**src/sv/fcds_pkg.sv**
```systemverilog
// ----------------------------------------------------------------------------
// fcds_pkg
// Shared types, constants and small arithmetic helpers for the same-frame
// coding overlap block.
// ----------------------------------------------------------------------------
package fcds_pkg;

   // field width of coordinates, sizes and counts
   localparam int COORD_W = 31;

   // saturation value of coordinate-wide counters
   localparam logic [COORD_W-1:0] COORD_MAX = 31'h7FFF_FFFF;

   // reset value of the minimum overlap register
   localparam logic [COORD_W-1:0] MIN_OVERLAP_RESET = 31'd30;

   // residue mod 3 of a saturated counter
   localparam logic [1:0] SAT_MOD3 = 2'd1;

   // one stored reference interval with its frame
   typedef struct packed {
      logic [COORD_W-1:0] lo;
      logic [COORD_W-1:0] hi;
      logic [1:0]         phase;
   } ref_entry_type;

   // query block traveling down the cell chain
   typedef struct packed {
      logic [COORD_W-1:0] lo;
      logic [COORD_W-1:0] hi;
      logic [1:0]         phase;
      logic               coding;
      logic               last;
      logic               drop;
      logic [COORD_W-1:0] sum;
      logic [COORD_W-1:0] pend;
   } token_type;

   // saturating add of two coordinate-wide values
   function automatic logic [COORD_W-1:0] sat_add(input logic [COORD_W-1:0] a,
                                                  input logic [COORD_W-1:0] b);
      logic [COORD_W:0] s;
      s = {1'b0, a} + {1'b0, b};
      return s[COORD_W] ? COORD_MAX : s[COORD_W-1:0];
   endfunction

   // residue mod 3: base-4 digits each count 1 mod 3, fold the digit sums
   function automatic logic [1:0] mod3(input logic [COORD_W-1:0] v);
      logic [31:0] w;
      logic [3:0]  q [4];
      logic [5:0]  s1;
      logic [3:0]  s2;
      logic [2:0]  s3;
      logic [1:0]  r;
      w  = {1'b0, v};
      // digit sums in groups of four, then across the groups
      for (int g = 0; g < 4; g++) begin
         q[g] = ({2'd0, w[8*g +: 2]} + {2'd0, w[8*g+2 +: 2]})
              + ({2'd0, w[8*g+4 +: 2]} + {2'd0, w[8*g+6 +: 2]});
      end
      s1 = ({2'd0, q[0]} + {2'd0, q[1]}) + ({2'd0, q[2]} + {2'd0, q[3]});
      s2 = {2'd0, s1[1:0]} + {2'd0, s1[3:2]} + {2'd0, s1[5:4]};
      s3 = {1'b0, s2[1:0]} + {1'b0, s2[3:2]};
      case (s3)
         3'd0, 3'd3, 3'd6: r = 2'd0;
         3'd1, 3'd4, 3'd7: r = 2'd1;
         3'd2, 3'd5:       r = 2'd2;
         default:          r = 2'd0;
      endcase
      return r;
   endfunction

   // (a - b) mod 3 for residues
   function automatic logic [1:0] sub_mod3(input logic [1:0] a, input logic [1:0] b);
      logic [2:0] t;
      t = {1'b0, a} + 3'd3 - {1'b0, b};
      return (t >= 3'd3) ? 2'(t - 3'd3) : t[1:0];
   endfunction

   // (a + b) mod 3 for residues
   function automatic logic [1:0] add_mod3(input logic [1:0] a, input logic [1:0] b);
      logic [2:0] t;
      t = {1'b0, a} + {1'b0, b};
      return (t >= 3'd3) ? 2'(t - 3'd3) : t[1:0];
   endfunction

endpackage

```
**src/sv/fcds_tail.sv**
```systemverilog
// ----------------------------------------------------------------------------
// fcds_tail
// End of the cell chain: folds each query's overlap into the running total
// and holds the result of the last query block until it is taken.
// ----------------------------------------------------------------------------
module fcds_tail (
   input  logic                         clock,
   input  logic                         reset,
   input  logic                         in_valid,
   input  fcds_pkg::token_type          in_tok,
   input  logic                         rsp_ready,
   output logic                         rsp_valid,
   output logic [fcds_pkg::COORD_W-1:0] rsp_overlap,
   output logic                         rsp_overflow,
   output logic                         adv,
   output logic                         consume
);

   localparam int CW = fcds_pkg::COORD_W;

   logic          t_valid_ff;
   logic [CW-1:0] t_total_ff;
   logic          t_last_ff;
   logic          t_drop_ff;
   logic [CW-1:0] acc_ff;
   logic [CW-1:0] acc_next;
   logic          rsp_valid_ff;
   logic [CW-1:0] rsp_overlap_ff;
   logic          rsp_overflow_ff;

   // stall only when a final total meets a result not yet taken
   assign adv      = !(t_valid_ff && t_last_ff && rsp_valid_ff && !rsp_ready);
   assign consume  = adv && t_valid_ff;
   assign acc_next = fcds_pkg::sat_add(acc_ff, t_total_ff);

   // last pending overlap of the chain
   always_ff @(posedge clock) begin
      if (reset) begin
         t_valid_ff <= 1'b0;
      end else if (adv) begin
         t_valid_ff <= in_valid;
      end
      if (adv) begin
         t_total_ff <= fcds_pkg::sat_add(in_tok.sum, in_tok.pend);
         t_last_ff  <= in_tok.last;
         t_drop_ff  <= in_tok.drop;
      end
   end

   // running total and result register
   always_ff @(posedge clock) begin
      if (reset) begin
         acc_ff       <= '0;
         rsp_valid_ff <= 1'b0;
      end else begin
         if (consume) begin
            acc_ff <= t_last_ff ? '0 : acc_next;
         end
         if (consume && t_last_ff) begin
            rsp_valid_ff <= 1'b1;
         end else if (rsp_ready) begin
            rsp_valid_ff <= 1'b0;
         end
      end
      if (consume && t_last_ff) begin
         rsp_overlap_ff  <= acc_next;
         rsp_overflow_ff <= t_drop_ff;
      end
   end

   assign rsp_valid    = rsp_valid_ff;
   assign rsp_overlap  = rsp_overlap_ff;
   assign rsp_overflow = rsp_overflow_ff;

endmodule

```
**config.mk**
```make
export PLATFORM = sky130hd
export DESIGN_NAME = fcds_tail
export DESIGN_NICKNAME = d
export VERILOG_FILES = /design/src/sv/fcds_pkg.sv /design/src/sv/fcds_tail.sv
export SDC_FILE = /design/constraint.sdc
export NUM_CORES = 1
export LEC_CHECK = 0
export ABC_CLOCK_PERIOD_IN_PS = 7900
export CORE_ASPECT_RATIO = 0.8
export CORE_MARGIN = 8
export CORE_UTILIZATION = 35
export CTS_CLUSTER_DIAMETER = 30
export CTS_CLUSTER_SIZE = 16
export DETAILED_ROUTE_END_ITERATION = 7
export DONT_BUFFER_PORTS = 1
export GPL_ROUTABILITY_DRIVEN = 0
export PLACE_DENSITY = 0.54
export REMOVE_ABC_BUFFERS = 1
export SLEW_MARGIN = 5
export SYNTH_ARGS = -nofsm -noshare
export SYNTH_HDL_FRONTEND = slang
export SYNTH_SLANG_ARGS = --single-unit
```
**constraint.sdc**
```tcl
create_clock -name clock -period 7.9 [get_ports clock]
set_clock_uncertainty 0.05 [all_clocks]
set_input_delay 2.37 -clock clock [delete_from_list [all_inputs] [get_ports clock]]
set_output_delay 2.37 -clock clock [all_outputs]
set_load 0.05 [all_outputs]
```
Word-level counts from Yosys, hierarchy flattened --
Index checks and enable logic that the tools add are counted.
Storage, ports and cells: flip-flop bits (word level) 98, bits of input ports 133
Cells by class: $add $sub $neg 2, muxes and demuxes 4, reductions and logical operators 8
Operators by type and width (count):
- 31-bit by 31-bit adder with 32-bit output | 2
- 31-bit 2-to-1 mux | 2
- 1-bit logical AND | 5
- 1-bit logical NOT | 2
- 1-bit 2-to-1 mux | 2
- 2-bit nonzero test | 1

Depth between registers and ports, before layout --
depth in word-level cells 7, gate-level depth with buffers 12

Worst setup path after synthesis --
No wires, ideal clock.
path type in2out, start point in rsp_ready, end point out consume, arrival 4.523 ns, data required time 5.480 ns, path slack 0.957 ns, stages 3, buffers on the path 0, path through nor2b_1 nand3_1 and2_1
Between the ends: word-level cells in the longest chain between the ends 4
Ends and longest elaborated chain:
- start: declaration | line fcds_tail.sv:11 | input logic rsp_ready,
- 1-bit logical NOT | line fcds_tail.sv:32 | assign adv = !(t_valid_ff && t_last_ff && rsp_valid_ff && !rsp_ready);
- 1-bit logical AND | line fcds_tail.sv:32
- 1-bit logical NOT | line fcds_tail.sv:32
- via adv | line fcds_tail.sv:15 | output logic adv,
- 1-bit logical AND | line fcds_tail.sv:33 | assign consume = adv && t_valid_ff;
- end: declaration | line fcds_tail.sv:16 | output logic consume
The timed path passes the listed nets, and every way through them passes these cells.

Worst setup path after layout --
start point in rsp_ready, end point out consume
Between the ends: word-level cells in the longest chain between the ends 4
Ends and longest elaborated chain (line):
- 1-bit logical NOT | fcds_tail.sv:32
- 1-bit logical AND | fcds_tail.sv:32
- 1-bit logical NOT | fcds_tail.sv:32
- 1-bit logical AND | fcds_tail.sv:33
No other way between the ends.

==> flow_metrics.py <==
metrics = {
    "outcome": {
        "status": "complete, no violations",
    },
    "clock_network": {
        "htree_levels": 3,
        "cts_buffer_depth": 2,
        "post-cts-setup-buffer-count": 0,
        "cts.clk_slew.worst_paths_ns": 0.07,
        "cts_buffers": 9,
        "worstSkewPairLatency_ns": 0.34,
        "post_cts_resized": 0,
        "cts_tree": "yes",
        "clock-sinks": 98,
        "root_buffer": "clkbuf_16",
        "hold_buffers": 0,
    },
    "global_routing": {
        "antenna_found_initial": 0,
        "grt_pass1_vias": 5382,
        "grt_first_pass_wirelength_mm": 28.0,
        "grt_max_degree": 35,
        "grt_overflow": 0,
        "grt_util_all_layers": 0.142,
    },
    "layout": {
        "fin_cells": 965,
        "n_antenna_cell": 0,
        "area.growth.synth_to_final_pct": 8.52,
        "finalNetCount": 899,
        "drive_gt1_frac": 0.0863,
        "post-route-util": 0.389,
        "nFillCells": 1855,
    },
    "worst_setup_path": {
        "worstSetupStartpointType": "primary input",
        "critPathSlowestCell": "and2_1",
        "required_ns": 5.48,
        "worstPathMaxFanout": 3,
        "startpoint": "rsp_ready",
        "arrival_ns": 3.49,
        "worstSetupEndpoint": "consume",
        "crit_type": "primary input to output port",
        "reg2reg_slack_ns": 4.21,
        "end_kind": "output port",
        "max_stage_delay_ns": 0.52,
        "reg2reg_from": "t_total_ff[0]",
        "crit_chain": "nor2b_1 > nand3_2 > and2_1",
        "ff2ff_path_depth": 9,
        "rr_endpoint": "rsp_overlap[24]",
    },
    "timing": {
        "hold_violations": 0,
        "max_slew.worst_pin.slew_ns": 0.573,
        "setup_tns_ns": 0,
        "max_freq_mhz": 169,
        "fin_crit_ns": 5.91,
        "holdWs_ns": 0.380,
        "finalMaxSlewViolations": 0,
        "rsz0062_at_grt": "no",
        "fin_crit_sh": 0.748,
        "slew-limit-headroom": 0.608,
        "setup_viol": 0,
    },
    "detailed_routing": {
        "via_count": 5463,
        "first_pass_iters": 5,
        "drc": 0,
        "wire_per_inst_um": 18.1,
        "vias_per_cell": 5.66,
        "drtIter0Drc": 342,
        "ant_nets": 0,
        "drt-total-wl_mm": 17.4,
    },
    "logic_synthesis": {
        "synthTopCellsByArea": "edfxtp_1 (29%), ha_1 (11%), dfxtp_1 (9.7%)",
        "synthCells": 713,
        "synth_top_family_by_area": "compound AO/OA/AOI/OAI gates",
        "synth-edff-count": 65,
        "synth_fa_ha_area_frac": 0.119,
        "ys_seq_area_frac": 0.382,
        "synth.mux.area_fraction": 0.00146,
        "synth_top_area_cell": "edfxtp_1",
        "synth_top_area_frac": 0.285,
        "synth_xor_area_frac": 0.0499,
        "yosys.area_share.simple": 0.151,
        "async_flop_share": 0,
        "synth_compound_area_frac": 0.270,
        "avgSynthCellArea_um2": 9.60,
        "ys_warn_count": 0,
        "ys_ff_latch": 98,
        "synth.distinct_cells": 67,
        "syn-cell-area_um2": 6840,
        "synth_ff_type": "edfxtp_1",
    },
    "place": {
        "hpwl_mm": 13.8,
        "port-buffer-count": 0,
        "dp_cells": 949,
    },
    "hold_path": {
        "hold_depth": 0,
        "hold_path.class": "flip-flop to flip-flop",
    },
    "die": {
        "pin_count": 168,
        "die_w_um": 172,
        "die_height_um": 141,
        "dieArea_um2": 24300,
        "start_util": 0.358,
        "core_um2": 19100,
        "placementRows": 45,
    },
    "power_and_ir_drop": {
        "power_mw": 1.93,
        "power_density_nw_per_um2": 260,
        "p_leak_nw": 2.95,
        "irDropWorstVdd_uv": 117,
    },
    "flow_run": {
        "drv_cap": 0,
    },
}
[state kept, by name, summed over array words and instances, names as in the netlist]
signal and cells:
rsp_valid 1, rsp_overlap 31, acc_ff 31, t_total_ff 31
rsp_overflow 1, t_last_ff 1, t_drop_ff 1, t_valid_ff 1
[routing by layer]
layer	vias up	track usage	share of wire	wire, µm
li1	2697	-	-	-
met1	2575	0.201	0.50	8770
met2	171	0.207	0.42	7290
met3	20	0.0366	0.065	1140
met4	0	0.0439	0.014	246
met5	-	0	0	0
[cell usage after synthesis, types with 5 or more instances]
cell	number
dfxtp_1	33
o31ai_1	5
nor2_1	37
o21bai_1	5
a31oi_1	6
nand2_1	66
nand3_1	16
a21oi_1	56
clkbuf_1	21
xor2_1	15
a22o_1	29
xnor2_1	24
o21ai_0	61
o21a_1	13
a211oi_1	11
edfxtp_1	65
and3_1	12
nand2b_1	10
a2111oi_0	5
nor3_1	11
inv_1	13
o21ai_2	14
nand4_1	13
a21o_1	28
nor2b_1	8
ha_1	62
[worst min-delay path by stage]
stage                         endpoint       from
after global routing      rsp_overflow  t_drop_ff
after detailed placement  rsp_overflow  t_drop_ff
final                     rsp_overflow  t_drop_ff
after global placement    rsp_overflow  t_drop_ff
after CTS                 rsp_overflow  t_drop_ff
after floorplan           rsp_overflow  t_drop_ff
[metrics by stage]
stage          area, µm²  setup slack, ns
5_1_grt             7420             1.90
4_1_cts             7420             1.93
6_report            7420             1.99
2_1_floorplan       6710            0.957
3_5_place_dp        7100             1.93
3_3_place_gp        7100             1.95
[worst max-delay path, delay by kind of cell]
| kind | cells | cell delay [ns] |
|---|---|---|
| simple gates | 3 | 1.12 |
[kinds of logic after synthesis]
| family | count (synthesis) |
|---|---|
| XOR/XNOR | 39 |
| AND/OR/NAND/NOR | 203 |
| flip-flops | 98 |
| multiplexers | 1 |
| buffers and inverters | 42 |
| AO/OA/AOI/OAI | 266 |
| adder cells (fa/ha/maj) | 64 |
[area by class of cell]
cell class,instances,area [µm²],share of cell area
sequential,98,2610,0.352
inverter,13,48.8,0.00657
clock buffer,10,229,0.0308
clock inverter,6,91.3,0.0123
multi-input combinational,573,4070,0.548
timing repair buffer,7,52.6,0.00708
tap,258,323,0.0435
[cell usage in the layout (no fill, tap or decap), drive strengths merged, types with 3 or more instances in the layout]
cell,netlist,final
ha,62,62
nand3,16,16
buf,8,7
inv,13,13
nor4,4,4
nand4,13,13
or2,3,3
a21o,28,28
xnor2,24,24
xor2,15,15
nor2,37,37
nand2b,10,10
o22ai,4,4
a21oi,57,57
o21ai,77,77
o21a,13,13
o21bai,9,9
and4,3,3
nand2,66,66
nor3b,4,4
o211ai,6,6
a2111oi,5,5
and2,3,3
edfxtp,65,65
nor3,13,13
dfxtp,33,33
nand4b,3,3
a22o,29,29
o31ai,5,5
clkinv,0,4
and3,12,12
a31oi,6,6
or3,4,4
clkbuf,21,10
a211oi,11,11
nor2b,8,8
[power breakdown]
group	total, mW	switching (mW)	internal (mW)	leakage [nW]
combinational	0.724	0.447	0.278	1.91
clock	0.468	0.189	0.279	0.157
sequential	0.735	0.0890	0.646	0.882
(Power assumes the default switching activity.)
