==> config.mk <==
export PLATFORM = sky130hd
export DESIGN_NAME = fcds_cell
export DESIGN_NICKNAME = d
export VERILOG_FILES = /design/src/sv/fcds_pkg.sv /design/src/sv/fcds_cell.sv
export SDC_FILE = /design/constraint.sdc
export NUM_CORES = 1
export LEC_CHECK = 0
export ABC_AREA = 1
export BUFFER_PORTS_ARGS = -buffer_cell sky130_fd_sc_hd__buf_2
export CAP_MARGIN = 25
export CORE_UTILIZATION = 59
export DETAILED_ROUTE_END_ITERATION = 10
export GPL_TIMING_DRIVEN = 0
export PLACE_DENSITY = 0.95
export SYNTH_ARGS = -nofsm -noshare
export SYNTH_HDL_FRONTEND = slang
export SYNTH_SLANG_ARGS = --single-unit
==> constraint.sdc <==
create_clock -name clock -period 5.5 [get_ports clock]
set_input_delay 0.275 -clock clock [delete_from_list [all_inputs] [get_ports clock]]
set_output_delay 0.275 -clock clock [all_outputs]
set_load 0.1 [all_outputs]
==> src/sv/fcds_pkg.sv <==
// ----------------------------------------------------------------------------
// fcds_pkg
// Shared types, constants and small arithmetic helpers for the same-frame
// coding overlap block.
// ----------------------------------------------------------------------------
package fcds_pkg;

   // field width of coordinates, sizes and counts
   localparam int COORD_W = 31;

   // saturation value of coordinate-wide counters
   localparam logic [COORD_W-1:0] COORD_MAX = 31'h7FFF_FFFF;

   // reset value of the minimum overlap register
   localparam logic [COORD_W-1:0] MIN_OVERLAP_RESET = 31'd30;

   // residue mod 3 of a saturated counter
   localparam logic [1:0] SAT_MOD3 = 2'd1;

   // one stored reference interval with its frame
   typedef struct packed {
      logic [COORD_W-1:0] lo;
      logic [COORD_W-1:0] hi;
      logic [1:0]         phase;
   } ref_entry_type;

   // query block traveling down the cell chain
   typedef struct packed {
      logic [COORD_W-1:0] lo;
      logic [COORD_W-1:0] hi;
      logic [1:0]         phase;
      logic               coding;
      logic               last;
      logic               drop;
      logic [COORD_W-1:0] sum;
      logic [COORD_W-1:0] pend;
   } token_type;

   // saturating add of two coordinate-wide values
   function automatic logic [COORD_W-1:0] sat_add(input logic [COORD_W-1:0] a,
                                                  input logic [COORD_W-1:0] b);
      logic [COORD_W:0] s;
      s = {1'b0, a} + {1'b0, b};
      return s[COORD_W] ? COORD_MAX : s[COORD_W-1:0];
   endfunction

   // residue mod 3: base-4 digits each count 1 mod 3, fold the digit sums
   function automatic logic [1:0] mod3(input logic [COORD_W-1:0] v);
      logic [31:0] w;
      logic [3:0]  q [4];
      logic [5:0]  s1;
      logic [3:0]  s2;
      logic [2:0]  s3;
      logic [1:0]  r;
      w  = {1'b0, v};
      // digit sums in groups of four, then across the groups
      for (int g = 0; g < 4; g++) begin
         q[g] = ({2'd0, w[8*g +: 2]} + {2'd0, w[8*g+2 +: 2]})
              + ({2'd0, w[8*g+4 +: 2]} + {2'd0, w[8*g+6 +: 2]});
      end
      s1 = ({2'd0, q[0]} + {2'd0, q[1]}) + ({2'd0, q[2]} + {2'd0, q[3]});
      s2 = {2'd0, s1[1:0]} + {2'd0, s1[3:2]} + {2'd0, s1[5:4]};
      s3 = {1'b0, s2[1:0]} + {1'b0, s2[3:2]};
      case (s3)
         3'd0, 3'd3, 3'd6: r = 2'd0;
         3'd1, 3'd4, 3'd7: r = 2'd1;
         3'd2, 3'd5:       r = 2'd2;
         default:          r = 2'd0;
      endcase
      return r;
   endfunction

   // (a - b) mod 3 for residues
   function automatic logic [1:0] sub_mod3(input logic [1:0] a, input logic [1:0] b);
      logic [2:0] t;
      t = {1'b0, a} + 3'd3 - {1'b0, b};
      return (t >= 3'd3) ? 2'(t - 3'd3) : t[1:0];
   endfunction

   // (a + b) mod 3 for residues
   function automatic logic [1:0] add_mod3(input logic [1:0] a, input logic [1:0] b);
      logic [2:0] t;
      t = {1'b0, a} + {1'b0, b};
      return (t >= 3'd3) ? 2'(t - 3'd3) : t[1:0];
   endfunction

endpackage

==> src/sv/fcds_cell.sv <==
// ----------------------------------------------------------------------------
// fcds_cell
// One interval cell: holds a reference interval with its frame, adds the
// overlap pending from the previous cell and works out its own overlap
// with the passing query block.
// ----------------------------------------------------------------------------
module fcds_cell #(
   parameter int MAX_BLOCKS = 64,
   parameter int CELL_INDEX = 0
) (
   input  logic                            clock,
   input  logic                            reset,
   input  logic                            adv,
   input  logic                            wr_en,
   input  logic [$clog2(MAX_BLOCKS+1)-1:0] wr_idx,
   input  fcds_pkg::ref_entry_type         wr_entry,
   input  logic                            in_valid,
   input  fcds_pkg::token_type             in_tok,
   input  logic [$clog2(MAX_BLOCKS+1)-1:0] in_used,
   output logic                            out_valid,
   output fcds_pkg::token_type             out_tok,
   output logic [$clog2(MAX_BLOCKS+1)-1:0] out_used
);

   localparam int UW = $clog2(MAX_BLOCKS + 1);
   localparam int CW = fcds_pkg::COORD_W;

   fcds_pkg::ref_entry_type ent_ff;
   logic                    out_valid_ff;
   fcds_pkg::token_type     out_tok_ff;
   fcds_pkg::token_type     out_tok_in;
   logic [UW-1:0]           out_used_ff;

   logic [CW-1:0] ov_lo;
   logic [CW-1:0] ov_hi;
   logic          hit;
   logic [CW-1:0] pend;

   // stored interval
   always_ff @(posedge clock) begin
      if (wr_en && wr_idx == UW'(CELL_INDEX)) begin
         ent_ff <= wr_entry;
      end
   end

   // overlap with this cell's interval, only for entries in use
   always_comb begin
      ov_lo = (ent_ff.lo > in_tok.lo) ? ent_ff.lo : in_tok.lo;
      ov_hi = (ent_ff.hi < in_tok.hi) ? ent_ff.hi : in_tok.hi;
      hit   = in_valid && in_tok.coding && (UW'(CELL_INDEX) < in_used)
              && ent_ff.phase == in_tok.phase && ov_lo < ov_hi;
      pend  = hit ? (ov_hi - ov_lo) : '0;
      out_tok_in      = in_tok;
      out_tok_in.sum  = fcds_pkg::sat_add(in_tok.sum, in_tok.pend);
      out_tok_in.pend = pend;
   end

   // hand the query to the next cell
   always_ff @(posedge clock) begin
      if (reset) begin
         out_valid_ff <= 1'b0;
      end else if (adv) begin
         out_valid_ff <= in_valid;
      end
      if (adv) begin
         out_tok_ff  <= out_tok_in;
         out_used_ff <= in_used;
      end
   end

   assign out_valid = out_valid_ff;
   assign out_tok   = out_tok_ff;
   assign out_used  = out_used_ff;

endmodule

After elaboration in Yosys (flattened, before gate mapping)

Cells that the tools add are included.

Bits in registers: 201
Input port bits: 212
Output and inout bits: 137
Word-level logic and storage cells: 28

Add/subtract/negate cells: 2
$lt $le $gt $ge: 4
Equal/unequal tests: 1
Muxes and demuxes: 2
Reductions and logical operators: 6

Operator list:

| operator             | count |
|---|---|
| $lt A31 B31 Y1       | 2 |
| $mux W31             | 2 |
| $add A31 B31 Y32     | 1 |
| $gt A31 B31 Y1       | 1 |
| $sub A31 B31 Y31     | 1 |
| $logic_not A7 Y1     | 1 |
| $lt A1 B7 Y1 const A | 1 |
| $logic_and A1 B1 Y1  | 5 |
| $eq A2 B2 Y1         | 1 |

Longest topological paths before layout

Depth in word-level cells: 4
Depth in mapped cells: 30
Mapped depth without buffers: 29

Worst setup path before layout

OpenSTA, ideal clock, no wires.

Kind: register to register
Start: register ent_ff[63] in the netlist's numbering
End: register out_tok_ff, in the netlist out_tok[30], data pin
Setup time: 252 ps
Arrival: 2980 ps
Data required time: 5248 ps
Setup slack: 2268 ps
Stages on the path, launching flop included: 26
Buffers on the path: 1
Period minus slack after synthesis: 3232 ps
Cells stage by stage: edfxtp_1 -> ha_1 -> nand2_1 -> nor2_1 -> nand3_1 -> nor2_1 -> inv_2 -> nor2_1 -> nand2_1 -> nand2_2 -> buf_2 -> nand3_1 -> nand2_1 -> ha_1 -> inv_1 -> fa_1 -> nand3_1 -> nand3_1 -> nand2_1 -> nand2_1 -> nand2_1 -> nand2_1 -> nand2_1 -> nand3_1 -> nand2_1 -> nor2_2

Cells in the longest elaborated chain, start to end: 4
Elaborated cells on any way between the ends: 5
Those cells by class: add/sub (1); order compare (2); mux (1); reduce/logical (1)

RTL lines:

| what                   | line            | RTL |
|---|---|---|
| from (decl)            | fcds_cell.sv:28 | `fcds_pkg::ref_entry_type ent_ff;` |
| from (signal assigned) | fcds_cell.sv:42 | `ent_ff <= wr_entry;` |
| $gt A31 B31 Y1         | fcds_cell.sv:48 | `ov_lo = (ent_ff.lo > in_tok.lo) ? ent_ff.lo : in_tok.lo;` |
| $mux W31 (*)           | fcds_cell.sv:48 |  |
| $lt A31 B31 Y1         | fcds_cell.sv:51 | `&& ent_ff.phase == in_tok.phase && ov_lo < ov_hi;` |
| $logic_and A1 B1 Y1    | fcds_cell.sv:51 |  |
| to (signal assigned)   | fcds_cell.sv:66 | `out_tok_ff <= out_tok_in;` |
| to (decl)              | fcds_cell.sv:30 | `fcds_pkg::token_type out_tok_ff;` |

Every way passes the cells marked *; elsewhere a longest branch is shown, timed or not.
A chain may end at the register's enable or synchronous reset.

Final worst setup path

Start: input port in_tok[95] in the netlist's numbering
End: register out_tok_ff, in the netlist out_tok[0], data pin

Cells in the longest elaborated chain, start to end: 4
Elaborated cells on any way between the ends: 5
Those cells by class: add/sub (1); order compare (2); mux (1); reduce/logical (1)

RTL lines:

| what                | line            | RTL |
|---|---|---|
| from (decl)         | fcds_cell.sv:18 | `input fcds_pkg::token_type in_tok,` |
| $lt A31 B31 Y1      | fcds_cell.sv:49 | `ov_hi = (ent_ff.hi < in_tok.hi) ? ent_ff.hi : in_tok.hi;` |
| $mux W31 (*)        | fcds_cell.sv:49 |  |
| $lt A31 B31 Y1      | fcds_cell.sv:51 |  |
| $logic_and A1 B1 Y1 | fcds_cell.sv:51 |  |

Marks and branches as above.

==> metrics.txt <==
GPL Wtd Cong=slightly above 1; Register Area=6026 µm²; post-CTS setup buffers=0; Final Setup Violations=0; ranking of synthesized cells by area=edfxtp_1 44%, nand2_1 16%, ha_1 11%; M3 GR Usage=0.09414; CTS tree=yes; global-route wire length before repair=74.05 mm; Post-DRT Antenna Nets=0; clock buffer depth=3; Root Buffer Master=clkbuf_16; Clock Skew=33.17 ps; share of layout cells above drive strength 1=0.1999; Rows=55; FF+latch count, synth=201; hpwl dp=between 30 and 40 mm; Synth top area share=0.4368; Worst-Skew Late Latency=540 ps; Ports=roughly 350; Crit Path Max Fanout=10; Peak Freq=207.5 MHz; Syn Inst Count=1,718; Final #Nets=2,567; Global Route met1 Usage=0.4495; hold slack=32.09 ps; gr ovfl total=0; WL final=48.93 mm; pre-CTS setup slack=1242 ps; Main synth FF type=edfxtp_1; initial drt markers=around 1,700; area delta synth->final=31.10%; # fillers=1,469; Final period util=0.8762; TritonCTS Buffers=23; mean routed wirelength per cell=about 19 µm; Critical Path End Type=flip-flop; H-tree levels=1; Max-Cap Viols=0; Syn Area/Cell=about 8 µm²; Final Max Slew Viols=0; Slew headroom=0.4909; sequential area share after synthesis=0.4383; Post-synth EDFFs=200; Most Crowded Layer GR=met2; Vias=14,460; Multi-input gate area=6372 µm²; crit start category=primary input; Final Critical Period=4819 ps; Die Ht=154.7 µm; Port Buffer Count=348; VDD IR max=263.9 µV; count of different cell masters after synthesis=41; leakage power=9.489 nW; DRT Pass-1 Iters=6; Global Route Usage Sum=0.4058; die area=23,920 µm²; status=complete, no violations; Post-Synthesis Net Count=2,055; dpl cells=2,381; Worst Hold Class=primary input to flip-flop; Power Dens Cells=283.2 nW/µm²; drc violations=0; clock slew at reported path FFs=60 ps; CP arrival=5130 ps; pin count of the biggest net entering global routing=between 90 and 100; clk sinks=201; RSZ-0062 raised after global routing=no; post-route setup slack=just under 700 ps; share of async-settable or async-resettable flops after synthesis=0; grt met2 use=0.6947; initial antenna violation count=3; Syn Std Cell Area=13,750 µm²; critical path class=primary input to flip-flop; Vias/cell=5.644; setup TNS=0 ps; Yosys warnings=0; final hold viol count=0; Initial Util=0.6036; Die W=154.7 µm; final std cells w/o fill=2,562; Yosys top cell by area=edfxtp_1; Least-Margin Pin Slew=763.7 ps; CP required=5810 ps; CORE AREA=22,780 µm²; number of global-route vias before repair=roughly 14,000
## path summary, 6_finish.rpt
kind | slack, ps | endpoint | cells after the start | from
hold reg to reg | 520 | out_valid$_SDFFE_PP0P_ | 2 | out_valid$_SDFFE_PP0P_
setup reg to reg | 710 | out_tok[0]$_SDFFCE_PN0P_ | 19 | ent_ff[27]$_DFFE_PP_
setup / recovery | 680 | out_tok[0]$_SDFFCE_PN0P_ | 22 | in_tok[95]
hold / removal | 30 | out_valid$_SDFFE_PP0P_ | 3 | in_valid
## cells in the mapped netlist (2+ instances only)
| master | number |
|---|---|
| nand2_1 | 578 |
| inv_1 | 315 |
| edfxtp_1 | 200 |
| ha_1 | 123 |
| nor2_1 | 111 |
| nand3_1 | 106 |
| a21oi_1 | 72 |
| nand3b_1 | 35 |
| xor2_1 | 28 |
| o21ai_0 | 17 |
| nand4_1 | 16 |
| a21oi_2 | 13 |
| nor3_1 | 12 |
| nand3_2 | 10 |
| buf_2 | 9 |
| inv_2 | 7 |
| nand2_2 | 7 |
| nor2_2 | 7 |
| clkbuf_1 | 6 |
| o21bai_1 | 6 |
| a21o_1 | 5 |
| buf_6 | 5 |
| nor4_1 | 4 |
| and2_1 | 3 |
| buf_1 | 3 |
| o21a_1 | 3 |
| a21boi_0 | 2 |
| fa_1 | 2 |
## power breakdown
part           total, W  internal, W  switching (W)
clock           0.00151     0.000823       0.000683
sequential      0.00182      0.00179      0.0000300
combinational   0.00178     0.000441        0.00134
total           0.00510      0.00306        0.00205
## worst max-delay path: stages
cell and delay (ps):
dlygate4sd3_1 560, buf_2 150, inv_1 50, ha_1 310, a21oi_1 160, nor2_1 80
nor2_1 120, nand3_1 130, nor2_1 490, clkbuf_1 650, nand3_1 260, nand2_1 150
ha_1 310, nand2_1 220, nor2_1 330, nand2_1 100, nand3_1 150, a21oi_1 70
nand2_2 100, nand2_4 70, buf_6 160, nor2_1 220
## state kept, by name, indices dropped and copies added, names as in the netlist
signal and flops:
out_tok 129, out_valid 1, out_used 7, ent_ff 64
## stage by stage
stage	total power, W	utilization	instance area, µm²
3_5_place_dp	0.003472	0.6996	15940
6_report	0.005105	0.7913	18020
5_1_grt	0.005247	0.7912	18020
2_1_floorplan	0.003074	-	13750
3_3_place_gp	0.003443	0.6972	15880
4_1_cts	0.004997	0.7909	18020
## routing by layer
layer | vias up | part of all wire
li1 | 6544 | -
met1 | 6502 | 0.34
met2 | 1117 | 0.47
met3 | 296 | 0.11
met4 | 0 | 0.078
met5 | - | 0
## cell usage in the layout, fill, tap and decap left out, types with 5 or more instances in the layout
master           n
a21o_1           5
edfxtp_1       200
nand2_1        578
nand4_1         16
clkbuf_16       23
nor3_1          12
o21ai_0         17
nand3_1        106
buf_2          356
nand3b_1        35
a21oi_2         13
clkbuf_1         9
inv_1          315
inv_2            7
ha_1           123
buf_6            6
nor2_2           7
a21oi_1         72
o21bai_1         6
xor2_1          28
nand3_2         10
dlygate4sd3_1  137
nor2_1         111
nand2_2          7
## area by class of cell
cell class | instances | share of cell area
Multi-Input combinational cell | 1171 | 0.3536
Sequential cell | 201 | 0.3343
Timing Repair Buffer | 487 | 0.1757
Inverter | 322 | 0.06706
Clock buffer | 26 | 0.03256
Tap cell | 313 | 0.02173
Buffer | 24 | 0.007914
Clock inverter | 15 | 0.006734
Antenna cell | 3 | 0.0004165
## timing repair
item / 4_1_cts / 5_1_grt
resized for setup: 0 / 0
setup endpoints to repair: 0 / 0
hold buffers: 137 / 0
endpoints found under the hold margin: 137 / 0
## cell families (layout without fill, tap and decap cells)
family                   count (synthesis)  after routing  synth area share
AND/OR/NAND/NOR                        895            895            0.2779
buffers and inverters                  346            874           0.09829
flip-flops                             201            201            0.4383
adder cells (fa/ha/maj)                125            125            0.1149
AO/OA/AOI/OAI                          121            121           0.05142
XOR/XNOR                                29             29           0.01848
multiplexers                             1              1         0.0007281
other                                    0              3                 0
Power figures use the tool's default switching activity.
