## src/sv/fcds_pkg.sv

```systemverilog
// ----------------------------------------------------------------------------
// fcds_pkg
// Shared types, constants and small arithmetic helpers for the same-frame
// coding overlap block.
// ----------------------------------------------------------------------------
package fcds_pkg;

   // field width of coordinates, sizes and counts
   localparam int COORD_W = 31;

   // saturation value of coordinate-wide counters
   localparam logic [COORD_W-1:0] COORD_MAX = 31'h7FFF_FFFF;

   // reset value of the minimum overlap register
   localparam logic [COORD_W-1:0] MIN_OVERLAP_RESET = 31'd30;

   // residue mod 3 of a saturated counter
   localparam logic [1:0] SAT_MOD3 = 2'd1;

   // one stored reference interval with its frame
   typedef struct packed {
      logic [COORD_W-1:0] lo;
      logic [COORD_W-1:0] hi;
      logic [1:0]         phase;
   } ref_entry_type;

   // query block traveling down the cell chain
   typedef struct packed {
      logic [COORD_W-1:0] lo;
      logic [COORD_W-1:0] hi;
      logic [1:0]         phase;
      logic               coding;
      logic               last;
      logic               drop;
      logic [COORD_W-1:0] sum;
      logic [COORD_W-1:0] pend;
   } token_type;

   // saturating add of two coordinate-wide values
   function automatic logic [COORD_W-1:0] sat_add(input logic [COORD_W-1:0] a,
                                                  input logic [COORD_W-1:0] b);
      logic [COORD_W:0] s;
      s = {1'b0, a} + {1'b0, b};
      return s[COORD_W] ? COORD_MAX : s[COORD_W-1:0];
   endfunction

   // residue mod 3: base-4 digits each count 1 mod 3, fold the digit sums
   function automatic logic [1:0] mod3(input logic [COORD_W-1:0] v);
      logic [31:0] w;
      logic [3:0]  q [4];
      logic [5:0]  s1;
      logic [3:0]  s2;
      logic [2:0]  s3;
      logic [1:0]  r;
      w  = {1'b0, v};
      // digit sums in groups of four, then across the groups
      for (int g = 0; g < 4; g++) begin
         q[g] = ({2'd0, w[8*g +: 2]} + {2'd0, w[8*g+2 +: 2]})
              + ({2'd0, w[8*g+4 +: 2]} + {2'd0, w[8*g+6 +: 2]});
      end
      s1 = ({2'd0, q[0]} + {2'd0, q[1]}) + ({2'd0, q[2]} + {2'd0, q[3]});
      s2 = {2'd0, s1[1:0]} + {2'd0, s1[3:2]} + {2'd0, s1[5:4]};
      s3 = {1'b0, s2[1:0]} + {1'b0, s2[3:2]};
      case (s3)
         3'd0, 3'd3, 3'd6: r = 2'd0;
         3'd1, 3'd4, 3'd7: r = 2'd1;
         3'd2, 3'd5:       r = 2'd2;
         default:          r = 2'd0;
      endcase
      return r;
   endfunction

   // (a - b) mod 3 for residues
   function automatic logic [1:0] sub_mod3(input logic [1:0] a, input logic [1:0] b);
      logic [2:0] t;
      t = {1'b0, a} + 3'd3 - {1'b0, b};
      return (t >= 3'd3) ? 2'(t - 3'd3) : t[1:0];
   endfunction

   // (a + b) mod 3 for residues
   function automatic logic [1:0] add_mod3(input logic [1:0] a, input logic [1:0] b);
      logic [2:0] t;
      t = {1'b0, a} + {1'b0, b};
      return (t >= 3'd3) ? 2'(t - 3'd3) : t[1:0];
   endfunction

endpackage

```

## src/sv/fcds_front.sv

```systemverilog
// ----------------------------------------------------------------------------
// fcds_front
// Input pipeline: clips each block to its coding span, works out its frame,
// stores reference intervals and issues query blocks into the cell chain.
// ----------------------------------------------------------------------------
module fcds_front #(
   parameter int MAX_BLOCKS = 64
) (
   input  logic                           clock,
   input  logic                           reset,
   input  logic                           req_valid,
   output logic                           req_ready,
   input  logic                           req_func,
   input  logic [fcds_pkg::COORD_W-1:0]   req_tx_start,
   input  logic [fcds_pkg::COORD_W-1:0]   req_block_offset,
   input  logic [fcds_pkg::COORD_W-1:0]   req_block_size,
   input  logic [fcds_pkg::COORD_W-1:0]   req_cds_start,
   input  logic [fcds_pkg::COORD_W-1:0]   req_cds_end,
   input  logic                           req_is_last,
   input  logic                           adv,
   input  logic                           chain_idle,
   output logic                           issue_valid,
   output fcds_pkg::token_type            issue_tok,
   output logic [$clog2(MAX_BLOCKS+1)-1:0] issue_used,
   output logic                           wr_en,
   output logic [$clog2(MAX_BLOCKS+1)-1:0] wr_idx,
   output fcds_pkg::ref_entry_type        wr_entry
);

   localparam int UW = $clog2(MAX_BLOCKS + 1);
   localparam int CW = fcds_pkg::COORD_W;

   logic fe;
   logic hazard;
   logic commit;

   // stage 1: block start
   logic          s1_valid_ff;
   logic [CW:0]   s1_start_ff;
   logic [CW-1:0] s1_size_ff;
   logic [CW-1:0] s1_cs_ff;
   logic [CW-1:0] s1_ce_ff;
   logic          s1_func_ff;
   logic          s1_last_ff;

   // stage 2: clipped interval
   logic [CW+1:0] s2_end;
   logic [CW:0]   s2_lo;
   logic [CW+1:0] s2_hi;
   logic          s2_valid_ff;
   logic [CW-1:0] s2_lo_ff;
   logic [CW-1:0] s2_hi_ff;
   logic          s2_coding_ff;
   logic          s2_func_ff;
   logic          s2_last_ff;

   // stage 3: length and start residue
   logic          s3_valid_ff;
   logic [CW-1:0] s3_lo_ff;
   logic [CW-1:0] s3_hi_ff;
   logic [CW-1:0] s3_len_ff;
   logic [1:0]    s3_lo_m3_ff;
   logic          s3_coding_ff;
   logic          s3_func_ff;
   logic          s3_last_ff;

   // stage 4: length residue
   logic          s4_valid_ff;
   logic [CW-1:0] s4_lo_ff;
   logic [CW-1:0] s4_hi_ff;
   logic [CW-1:0] s4_len_ff;
   logic [1:0]    s4_lo_m3_ff;
   logic [1:0]    s4_len_m3_ff;
   logic          s4_coding_ff;
   logic          s4_func_ff;
   logic          s4_last_ff;

   // transcript state
   logic          querying_ff, querying_in;
   logic [CW-1:0] seen_ff, seen_in;
   logic [1:0]    seen_m3_ff, seen_m3_in;
   logic [UW-1:0] used_ff, used_in;
   logic          dropped_ff, dropped_in;

   // commit helpers
   logic          q_start;
   logic [CW-1:0] base_seen;
   logic [1:0]    base_m3;
   logic [1:0]    phase;
   logic [CW:0]   seen_sum;
   logic [CW-1:0] seen_add;
   logic [1:0]    m3_add;
   logic          full;

   // a stored reference must not change under queries still in the chain
   assign hazard    = s4_valid_ff && !s4_func_ff && !querying_ff && s4_coding_ff
                      && !chain_idle;
   assign fe        = adv && !hazard;
   assign commit    = fe && s4_valid_ff;
   assign req_ready = fe;

   // stage 1
   always_ff @(posedge clock) begin
      if (reset) begin
         s1_valid_ff <= 1'b0;
      end else if (fe) begin
         s1_valid_ff <= req_valid;
      end
      if (fe) begin
         s1_start_ff <= {1'b0, req_tx_start} + {1'b0, req_block_offset};
         s1_size_ff  <= req_block_size;
         s1_cs_ff    <= req_cds_start;
         s1_ce_ff    <= req_cds_end;
         s1_func_ff  <= req_func;
         s1_last_ff  <= req_is_last;
      end
   end

   // clip to the coding span
   always_comb begin
      s2_end = {1'b0, s1_start_ff} + {2'b00, s1_size_ff};
      s2_lo  = (s1_start_ff < {1'b0, s1_cs_ff}) ? {1'b0, s1_cs_ff} : s1_start_ff;
      s2_hi  = (s2_end > {2'b00, s1_ce_ff}) ? {2'b00, s1_ce_ff} : s2_end;
   end

   always_ff @(posedge clock) begin
      if (reset) begin
         s2_valid_ff <= 1'b0;
      end else if (fe) begin
         s2_valid_ff <= s1_valid_ff;
      end
      if (fe) begin
         s2_lo_ff     <= s2_lo[CW-1:0];
         s2_hi_ff     <= s2_hi[CW-1:0];
         s2_coding_ff <= {1'b0, s2_lo} < s2_hi;
         s2_func_ff   <= s1_func_ff;
         s2_last_ff   <= s1_last_ff;
      end
   end

   // stage 3
   always_ff @(posedge clock) begin
      if (reset) begin
         s3_valid_ff <= 1'b0;
      end else if (fe) begin
         s3_valid_ff <= s2_valid_ff;
      end
      if (fe) begin
         s3_lo_ff     <= s2_lo_ff;
         s3_hi_ff     <= s2_hi_ff;
         s3_len_ff    <= s2_hi_ff - s2_lo_ff;
         s3_lo_m3_ff  <= fcds_pkg::mod3(s2_lo_ff);
         s3_coding_ff <= s2_coding_ff;
         s3_func_ff   <= s2_func_ff;
         s3_last_ff   <= s2_last_ff;
      end
   end

   // stage 4
   always_ff @(posedge clock) begin
      if (reset) begin
         s4_valid_ff <= 1'b0;
      end else if (fe) begin
         s4_valid_ff <= s3_valid_ff;
      end
      if (fe) begin
         s4_lo_ff     <= s3_lo_ff;
         s4_hi_ff     <= s3_hi_ff;
         s4_len_ff    <= s3_len_ff;
         s4_lo_m3_ff  <= s3_lo_m3_ff;
         s4_len_m3_ff <= fcds_pkg::mod3(s3_len_ff);
         s4_coding_ff <= s3_coding_ff;
         s4_func_ff   <= s3_func_ff;
         s4_last_ff   <= s3_last_ff;
      end
   end

   // frame and coding count update
   always_comb begin
      q_start   = s4_func_ff && !querying_ff;
      base_seen = q_start ? '0 : seen_ff;
      base_m3   = q_start ? 2'd0 : seen_m3_ff;
      phase     = fcds_pkg::sub_mod3(s4_lo_m3_ff, base_m3);
      seen_sum  = {1'b0, base_seen} + {1'b0, s4_len_ff};
      seen_add  = seen_sum[CW] ? fcds_pkg::COORD_MAX : seen_sum[CW-1:0];
      m3_add    = seen_sum[CW] ? fcds_pkg::SAT_MOD3
                               : fcds_pkg::add_mod3(base_m3, s4_len_m3_ff);
      full      = used_ff == UW'(MAX_BLOCKS);
   end

   // commit of the block in stage 4
   always_comb begin
      querying_in = querying_ff;
      seen_in     = seen_ff;
      seen_m3_in  = seen_m3_ff;
      used_in     = used_ff;
      dropped_in  = dropped_ff;
      wr_en       = 1'b0;
      if (commit) begin
         if (!s4_func_ff) begin
            // reference blocks count only before the query starts
            if (!querying_ff) begin
               if (s4_coding_ff) begin
                  if (!full) begin
                     wr_en   = 1'b1;
                     used_in = used_ff + UW'(1);
                  end else begin
                     dropped_in = 1'b1;
                  end
                  seen_in    = seen_add;
                  seen_m3_in = m3_add;
               end
               if (s4_last_ff) begin
                  seen_in    = '0;
                  seen_m3_in = 2'd0;
               end
            end
         end else begin
            querying_in = 1'b1;
            seen_in     = base_seen;
            seen_m3_in  = base_m3;
            if (s4_coding_ff) begin
               seen_in    = seen_add;
               seen_m3_in = m3_add;
            end
            // last query block clears for the next pair
            if (s4_last_ff) begin
               querying_in = 1'b0;
               seen_in     = '0;
               seen_m3_in  = 2'd0;
               used_in     = '0;
               dropped_in  = 1'b0;
            end
         end
      end
   end

   always_ff @(posedge clock) begin
      if (reset) begin
         querying_ff <= 1'b0;
         seen_ff     <= '0;
         seen_m3_ff  <= 2'd0;
         used_ff     <= '0;
         dropped_ff  <= 1'b0;
      end else begin
         querying_ff <= querying_in;
         seen_ff     <= seen_in;
         seen_m3_ff  <= seen_m3_in;
         used_ff     <= used_in;
         dropped_ff  <= dropped_in;
      end
   end

   // reference store write and query issue
   always_comb begin
      wr_idx             = used_ff;
      wr_entry.lo        = s4_lo_ff;
      wr_entry.hi        = s4_hi_ff;
      wr_entry.phase     = phase;
      issue_valid        = commit && s4_func_ff;
      issue_used         = used_ff;
      issue_tok.lo       = s4_lo_ff;
      issue_tok.hi       = s4_hi_ff;
      issue_tok.phase    = phase;
      issue_tok.coding   = s4_coding_ff;
      issue_tok.last     = s4_last_ff;
      issue_tok.drop     = dropped_ff;
      issue_tok.sum      = '0;
      issue_tok.pend     = '0;
   end

endmodule

```

## config.mk

```make
export PLATFORM = sky130hd
export DESIGN_NAME = fcds_front
export DESIGN_NICKNAME = d
export VERILOG_FILES = /design/src/sv/fcds_pkg.sv /design/src/sv/fcds_front.sv
export SDC_FILE = /design/constraint.sdc
export NUM_CORES = 1
export LEC_CHECK = 0
export ABC_AREA = 0
export BUFFER_PORTS_ARGS = -buffer_cell sky130_fd_sc_hd__buf_2
export CORE_ASPECT_RATIO = 2
export CORE_MARGIN = 5
export CORE_UTILIZATION = 45
export CTS_CLUSTER_SIZE = 16
export DETAILED_ROUTE_END_ITERATION = 16
export GPL_TIMING_DRIVEN = 0
export PLACE_DENSITY = 0.69
export REMOVE_ABC_BUFFERS = 1
export SYNTH_ARGS = -nofsm -noshare
export SYNTH_HDL_FRONTEND = slang
export SYNTH_SLANG_ARGS = --single-unit
```

## constraint.sdc

```tcl
create_clock -name clock -period 15.2 [get_ports clock]
set_clock_uncertainty 0.05 [all_clocks]
set_input_delay 2.28 -clock clock [delete_from_list [all_inputs] [get_ports clock]]
set_output_delay 2.28 -clock clock [all_outputs]
set_load 0.005 [all_outputs]
```

-- Word-level counts from Yosys, hierarchy flattened
Memory sizes are Yosys's and may differ from the RTL's. A register that Yosys moved wholly into a read port is not among the register bits.
Index checks and enable logic that the tools add are counted.
- flip-flop bits (word level): 432
- memory bits (read-only): 32
- input bits: 162
- output and inout port bits: 210
- logic and storage cells: 145
- memories: 2
- add/sub/neg operators: 46
- magnitude comparators: 5
- eq/ne operators: 4
- mux-type cells: 36
- reductions and logical operators: 19
- memory list (name ; depth ; bits a word ; read ports ; clocked after Yosys merged registers in ; write ports ; RTL line ; RTL):
    (name not given) ; 8 ; 2 ; 1 ; 1 ; 0 ; fcds_pkg.sv:64 ; case (s3)
    (name not given) ; 8 ; 2 ; 1 ; 1 ; 0 ; fcds_pkg.sv:64 ;
- operators by type and width (operator ; count):
    two-way mux 31 bit ; 8
    adder 31 x 31 -> 32 bit ; 2
    adder 2 x 2 -> 3 bit ; 19
    two-way mux 7 bit ; 5
    adder 32 x 31 -> 33 bit ; 1
    greater-than comparator 33 x 31 -> 1 bit ; 1
    less-than comparator 32 x 33 -> 1 bit ; 1
    two-way mux 33 bit ; 1
    adder 3 x 3 -> 4 bit ; 8
    less-than comparator 32 x 31 -> 1 bit ; 1
    two-way mux 32 bit ; 1
    subtractor 31 bit ; 1
    adder 4 x 4 -> 5 bit ; 4
    two-way mux 2 bit ; 10
    adder 5 x 5 -> 6 bit ; 2
    two-way mux 1 bit ; 11
    AND reduction 5 bit ; 2
    adder 3 x 2 -> 4 bit ; 2
    logical AND 1 bit ; 8
    adder 7 x 1 -> 7 bit (second input constant) ; 1
    == test 7 bit (second input constant) ; 1
    adder 2 x 1 -> 3 bit ; 2
    >= comparator 3 x 2 -> 1 bit (second input constant) ; 2
    zero test 1 bit ; 4
    other kinds (9) ; 12

-- Logic depth before layout (Yosys ltp)
Gate-level depths: netlist (run 1).
- depth in word-level cells: 11
- mapped depth: 33
- depth with buffers taken out: 31

-- Worst setup path before layout (run 1)
Ideal clock, no wire load.
- path type: input port to output port
- from: input port chain_idle
- to: output port wr_en
- arrival time: 8.062 ns
- required time: 12.870 ns
- slack: 4.808 ns
- stages on the path: 4
- buffers on the path: 1
- path through: o31a_1 buf_2 nand2_1 nor3_1
- word-level cells in the longest chain between the ends: 6
- RTL lines (element ; RTL line ; RTL):
    start: declaration ; fcds_front.sv:21 ; input logic chain_idle,
    zero test 1 bit ; fcds_front.sv:97 ; && !chain_idle;
    logical AND 1 bit ; fcds_front.sv:97 ;
    zero test 1 bit ; fcds_front.sv:98 ; assign fe = adv && !hazard;
    logical AND 1 bit ; fcds_front.sv:98 ;
    named net req_ready ; fcds_front.sv:12 ; output logic req_ready,
    logical AND 1 bit ; fcds_front.sv:99 ; assign commit = fe && s4_valid_ff;
    two-way mux 1 bit ; fcds_front.sv:199 ; if (commit) begin
    end: declaration ; fcds_front.sv:25 ; output logic wr_en,
The timed path passes the listed nets, and every way through them passes these cells.

-- Worst setup path after layout (run 1)
- from: register s1_start_ff[0]
- to: register s2_coding_ff, data pin
- word-level cells in the longest chain between the ends: 4
- elaborated cells on any way between the ends: 6
- those cells by class: 1 x add/sub; 3 x order compare; 2 x mux
- RTL lines (element ; RTL line ; RTL):
    start: declaration ; fcds_front.sv:39 ; logic [CW:0] s1_start_ff;
    start signal: assignment ; fcds_front.sv:110 ; s1_start_ff <= {1'b0, req_tx_start} + {1'b0, req_block_offset};
    adder 32 x 31 -> 33 bit ; fcds_front.sv:121 ; s2_end = {1'b0, s1_start_ff} + {2'b00, s1_size_ff};
    greater-than comparator 33 x 31 -> 1 bit ; fcds_front.sv:123 ; s2_hi = (s2_end > {2'b00, s1_ce_ff}) ? {2'b00, s1_ce_ff} : s2_end;
    two-way mux 33 bit ; fcds_front.sv:123 ;
    less-than comparator 32 x 33 -> 1 bit * ; fcds_front.sv:135 ; s2_coding_ff <= {1'b0, s2_lo} < s2_hi;
    end signal: assignment ; fcds_front.sv:135 ;
    end: declaration ; fcds_front.sv:53 ; logic s2_coding_ff;
Mark *: on every way between the ends. The rest lies on a longest branch, timed or not.
A chain may end at the register's enable or synchronous reset.

==> results of run 1 <==
==> critical path: cells and delay by family (launching register included) <==
family | cells | cell delay, ns
AOI/OAI and AO/OA | 15 | 3.80
DFF | 1 | 0.47
muxes | 1 | 0.18
buffers and inverters | 2 | 0.36
and+or+nand+nor | 7 | 1.73
xor gates and xnor gates | 1 | 0.17
adders and majority gates | 4 | 1.33
==> flip-flops by register name (all words and copies together) (netlist names), 2 cells and up <==
name and flops:
s3_lo_m3_ff 2, s4_lo_ff 31, seen_ff 31, s2_lo_ff 31, s2_hi_ff 31, s4_lo_m3_ff 2, s4_len_ff 31, s4_hi_ff 31
s1_ce_ff 31, s1_cs_ff 31, s1_start_ff 32, s4_len_m3_ff 2, s3_hi_ff 31, s1_size_ff 31, s3_lo_ff 31, seen_m3_ff 2
s3_len_ff 31, issue_used 7
==> stage by stage <==
| step | setup slack (ns) | utilization [%] | cells | hold slack [ns] |
|---|---|---|---|---|
| 4_1_cts | 6.75 | 50.8 | 3428 | 0.365 |
| 2_1_floorplan | -2.15 | - | 2264 | 0.350 |
| 3_5_place_dp | 6.78 | 48.4 | 3356 | 0.355 |
| 6_report | 6.80 | 50.8 | 3429 | 0.366 |
| 3_3_place_gp | -9.14 | 47.9 | 3341 | 0.357 |
| 5_1_grt | 6.36 | 50.8 | 3429 | 0.372 |
==> area by class of cell <==
class	count	area, um2
fill	5236	28900
sequential	436	12600
clock inverter	25	317
inverter	236	886
timing repair buffer	325	1860
clock buffer	47	1070
tap	768	961
multi-input combinational	1592	12200
==> layout by cell type (no fill, tap or decap), types with 9 or more instances in the layout <==
master,synthesis,layout
conb_1,2,63
mux2i_2,10,10
nand3_1,36,36
clkbuf_16,0,41
a211oi_1,19,19
xnor2_1,69,69
o221ai_1,15,15
dfxtp_1,46,46
o31a_1,11,10
inv_1,226,226
buf_12,0,12
a31oi_1,16,16
nor2b_1,28,28
nand4_1,26,26
mux2i_1,24,24
and2_1,41,41
xor2_1,30,30
o21ai_0,118,118
ha_1,247,247
a21oi_1,158,158
edfxtp_1,390,390
fa_1,62,62
o21a_1,27,27
nand2_1,157,155
mux2_2,10,10
clkinv_2,0,9
o211ai_1,22,22
nand2b_1,26,26
inv_2,10,10
or3_1,15,15
a21o_1,74,74
nor3_1,40,40
buf_2,8,309
nor2_1,112,111
==> logic make-up after synthesis <==
| logic type | after synthesis |
|---|---|
| DFF | 436 |
| adders and majority gates | 309 |
| AOI/OAI and AO/OA | 547 |
| muxes | 44 |
| other | 2 |
| buffers and inverters | 414 |
| and+or+nand+nor | 530 |
| xor gates and xnor gates | 99 |
==> path summary, 6_finish.rpt <==
path	startpoint	end	slack (ns)	cells past startpoint
worst max register to register	s1_start_ff[0]	s2_coding_ff	6.80	30
worst max-delay path	s1_start_ff[0]	s2_coding_ff	6.80	30
worst min register to register	s1_func_ff	s2_func_ff	0.37	0
worst min-delay path	s1_func_ff	s2_func_ff	0.37	0
==> layer usage <==
metal | part of all wire, % | track usage (%) | up-vias
met5 | 0 | 0 | -
met4 | 6.8 | 12.0 | 0
met3 | 4.4 | 2.05 | 162
met2 | 56 | 39.8 | 572
met1 | 33 | 19.3 | 8720
li1 | - | - | 8920
==> qor.yml, run 1 <==
die:
  die_w_um: 182
  start_util_pct: 45.3
  io_pins: 372
  num_rows: 126
  dieArea_um2: 64500
  core_region_area_um2: 58800
  die_h_um: 354
yosys:
  synthAdderAreaFrac_pct: 16.3
  muxShareOfSynthArea_pct: 1.84
  yosys.cell_count.top_type: "edfxtp_1"
  synthTopCellsByArea: "edfxtp_1, ha_1, fa_1"
  synth_top_family_by_area: "adder cells"
  syn_area_um2: 26700
  synth_warnings: 0
  syn_avg_cell_area_um2: 11.2
  synth-simple-area-share_pct: 9.82
  synth_edf_count: 390
  netlist_instances: 2381
  ys_ff_latch: 436
  synth_cell_types: 90
  synth_xor_area_share_pct: 3.25
  synthFlopType: "edfxtp_1"
  synthTopCellsByCount: "edfxtp_1, ha_1, inv_1, a21oi_1, nand2_1"
  synth_compound_area_share_pct: 13.5
  synth_top_area_cell: "edfxtp_1"
  synthArstFlopShare_pct: 0
  synth_seq_area_share_pct: 47.4
  yosysTopAreaCellShare_pct: 43.9
hold_path:
  holdCritPathClass: "flop to flop"
drt:
  wl_per_cell_um: 19.2
  drcViolationCount: 0
  vias: 18400
  drt_wl_total_um: 66000
  drt_iter0_markers: 621
  dr.pass1.iters: 5
  routed_via_density: 5.36
  postRouteAntennaNets: 0
sta:
  slew_viol_final: 0
  setup_tns_ns: 0
  setup_viol: 0
  period_needed_ns: 8.40
  finalCritPeriodShare_pct: 55.2
  relSlewSlack_pct: 8.88
  final-hold-violation-count: 0
  rsz0062_at_grt: "no"
  fmax_mhz: 119
  worstMarginPinSlew_ns: 1.33
place:
  placed_area_um2: 28500
  place.gp.congestion: 0.892
  dp_hpwl_um: 53800
  port_buffers: 309
finish:
  antenna_cells: 0
  drive_above_1_share_pct: 16.8
  nets: 3103
  stdcell_area_um2: 29900
  area_growth_pct: 12.1
global_routing:
  grt_overflow: 0
  grt_max_degree: 61
  grt_pass1_vias: 19600
  grt_pass1_wl_um: 102000
  grt_usage_pct: 20.0
  antenna_found_initial: 0
cts:
  clk_path_buf_depth: 3
  post-cts-setup-buffers: 0
  path_clk_slew_ns: 0.06
  cts-resized-gates: 0
  tritoncts: "yes"
  clock_latency_ns: 0.56
  ctsHoldBuffers: 0
  cts.sinks: 436
  cts_buffers: 41
  cts-htree-levels: 2
  cts_root_buf: "clkbuf_16"
worst_setup_path:
  critPathLaunchType: "flop"
  path_max_fanout: 27
  cpPeakStageDelay_ns: 0.56
  slowest_stage: "o221ai_1"
  path_class: "flop to flop"
  cp.arrival_ns: 8.65
  required_ns: 15.45
  end_kind: "flop"
flow_run:
  maxCapViolations: 0
status:
  status: "complete, no violations"
Power of run 1 is not shown: default switching activity piles up to over one toggle a cycle in this logic, so the estimate is an artifact.
==> run 2, diff against run 1 <==
==> constraint.sdc (replaced) <==
create_clock -name clock -period 8.3 [get_ports clock]
set_clock_uncertainty 0.05 [all_clocks]
set_input_delay 1.245 -clock clock [delete_from_list [all_inputs] [get_ports clock]]
set_output_delay 1.245 -clock clock [all_outputs]
set_load 0.005 [all_outputs]
==> run 2 against run 1 <==
- global-route usage stayed put
- highest routed layer unchanged
- critical path type unchanged
- count of clock-buffer cells in the layout stayed put
- sequential share of layout area is 0.057 points lower
==> qor.yml, run 2 (same netlist as run 1, synthesis figures left out) <==
status:
  status: "complete, no violations"
finish:
  nets: 3103
  regMostFlops: "s1_start_ff"
  largest_reg_flops: 32
  antenna_cells: 0
  drive_above_1_share_pct: 17.0
  mostFrequentLayoutCells: "edfxtp_1, buf_2, ha_1"
  area_growth_pct: 12.3
  fillers: 5229
  final_common_cell: "edfxtp_1"
sta:
  worstMarginPinSlew_ns: 1.37
  relSlewSlack_pct: 8.43
  finalCritPeriodShare_pct: 94.7
  slew_viol_final: 0
  fmax_mhz: 127
  final-hold-violation-count: 0
  setup_viol: 0
  period_needed_ns: 7.86
  rsz0062_at_grt: "no"
  hold_ws_ns: 0.367
cts:
  cts-htree-levels: 2
  tritoncts: "yes"
  cts.sinks: 436
  path_clk_slew_ns: 0.06
  ctsHoldBuffers: 0
  cts-resized-gates: 3
  clk_path_buf_depth: 3
  cts_buffers: 41
  clock_latency_ns: 0.56
  cts_root_buf: "clkbuf_16"
  post-cts-setup-buffers: 0
die:
  die_h_um: 354
  start_util_pct: 45.3
  io_pins: 372
  dieArea_um2: 64500
  die_w_um: 182
  core_region_area_um2: 58800
  num_rows: 126
drt:
  wl_per_cell_um: 19.2
  drt_wl_total_um: 65900
  routed_via_density: 5.35
  drcViolationCount: 0
  vias: 18300
  dr.pass1.iters: 5
  drt_iter0_markers: 647
  postRouteAntennaNets: 0
global_routing:
  grt_usage_pct: 20.0
  grt_max_degree: 61
  grt_pass1_wl_um: 102000
  grt_pass1_vias: 19600
  antenna_found_initial: 0
  grt_overflow: 0
worst_setup_path:
  path_max_fanout: 12
  required_ns: 8.55
  cp.arrival_ns: 8.11
  path_class: "flop to flop"
  critPathLaunchType: "flop"
  crit_top_cell: "ha_1"
  path_buf_inv: 1
  slowest_stage: "nor4_2"
  cp_top_family: "simple AND/OR/NAND/NOR gates"
  cpPeakStageDelay_ns: 0.53
  end_kind: "flop"
hold_path:
  holdCritPathClass: "flop to flop"
flow_run:
  maxCapViolations: 0
place:
  port_buffers: 309
  dp_hpwl_um: 53800
  place.gp.congestion: 0.892
## run 2: final cells by class
class	instances	area (um2)	area share (%)
clock buffers	47	1070	3.57
flip-flops and latches	436	12600	42.2
repair buffers	325	1860	6.23
inverters	236	886	2.96
clock inverters	25	317	1.06
multi-input cells	1592	12200	40.8
well taps	768	961	3.21
## run 2: path summary, 6_finish.rpt
| check | start | endpoint | slack (ns) | cells past startpoint |
|---|---|---|---|---|
| max | s1_start_ff[0] | s2_coding_ff | 0.44 | 29 |
| min reg2reg | s1_func_ff | s2_func_ff | 0.37 | 0 |
| max reg2reg | s1_start_ff[0] | s2_coding_ff | 0.44 | 29 |
| min | s1_func_ff | s2_func_ff | 0.37 | 0 |
## run 2: routing by layer
metal	track usage [%]	routed length, um
met2	39.8	36700
met5	0	0
met3	2.05	2850
met4	12.0	4490
met1	19.3	21800
## run 2: through the flow
| stage | utilization, % | area, um2 | setup WS, ns | TNS, ns | std cells |
|---|---|---|---|---|---|
| floorplan | - | 25700 | -8.02 | -1641.61 | 2264 |
| global placement | 47.9 | 28200 | -15.01 | -3215.28 | 3341 |
| detailed placement | 48.4 | 28500 | -0.121 | -0.121 | 3356 |
| CTS | 50.8 | 29900 | 0.0723 | 0 | 3428 |
| global route | 50.9 | 29900 | 0.0196 | 0 | 3429 |
| finish | 50.9 | 29900 | 0.439 | 0 | 3429 |
Power of run 2 is left out for the same reason.
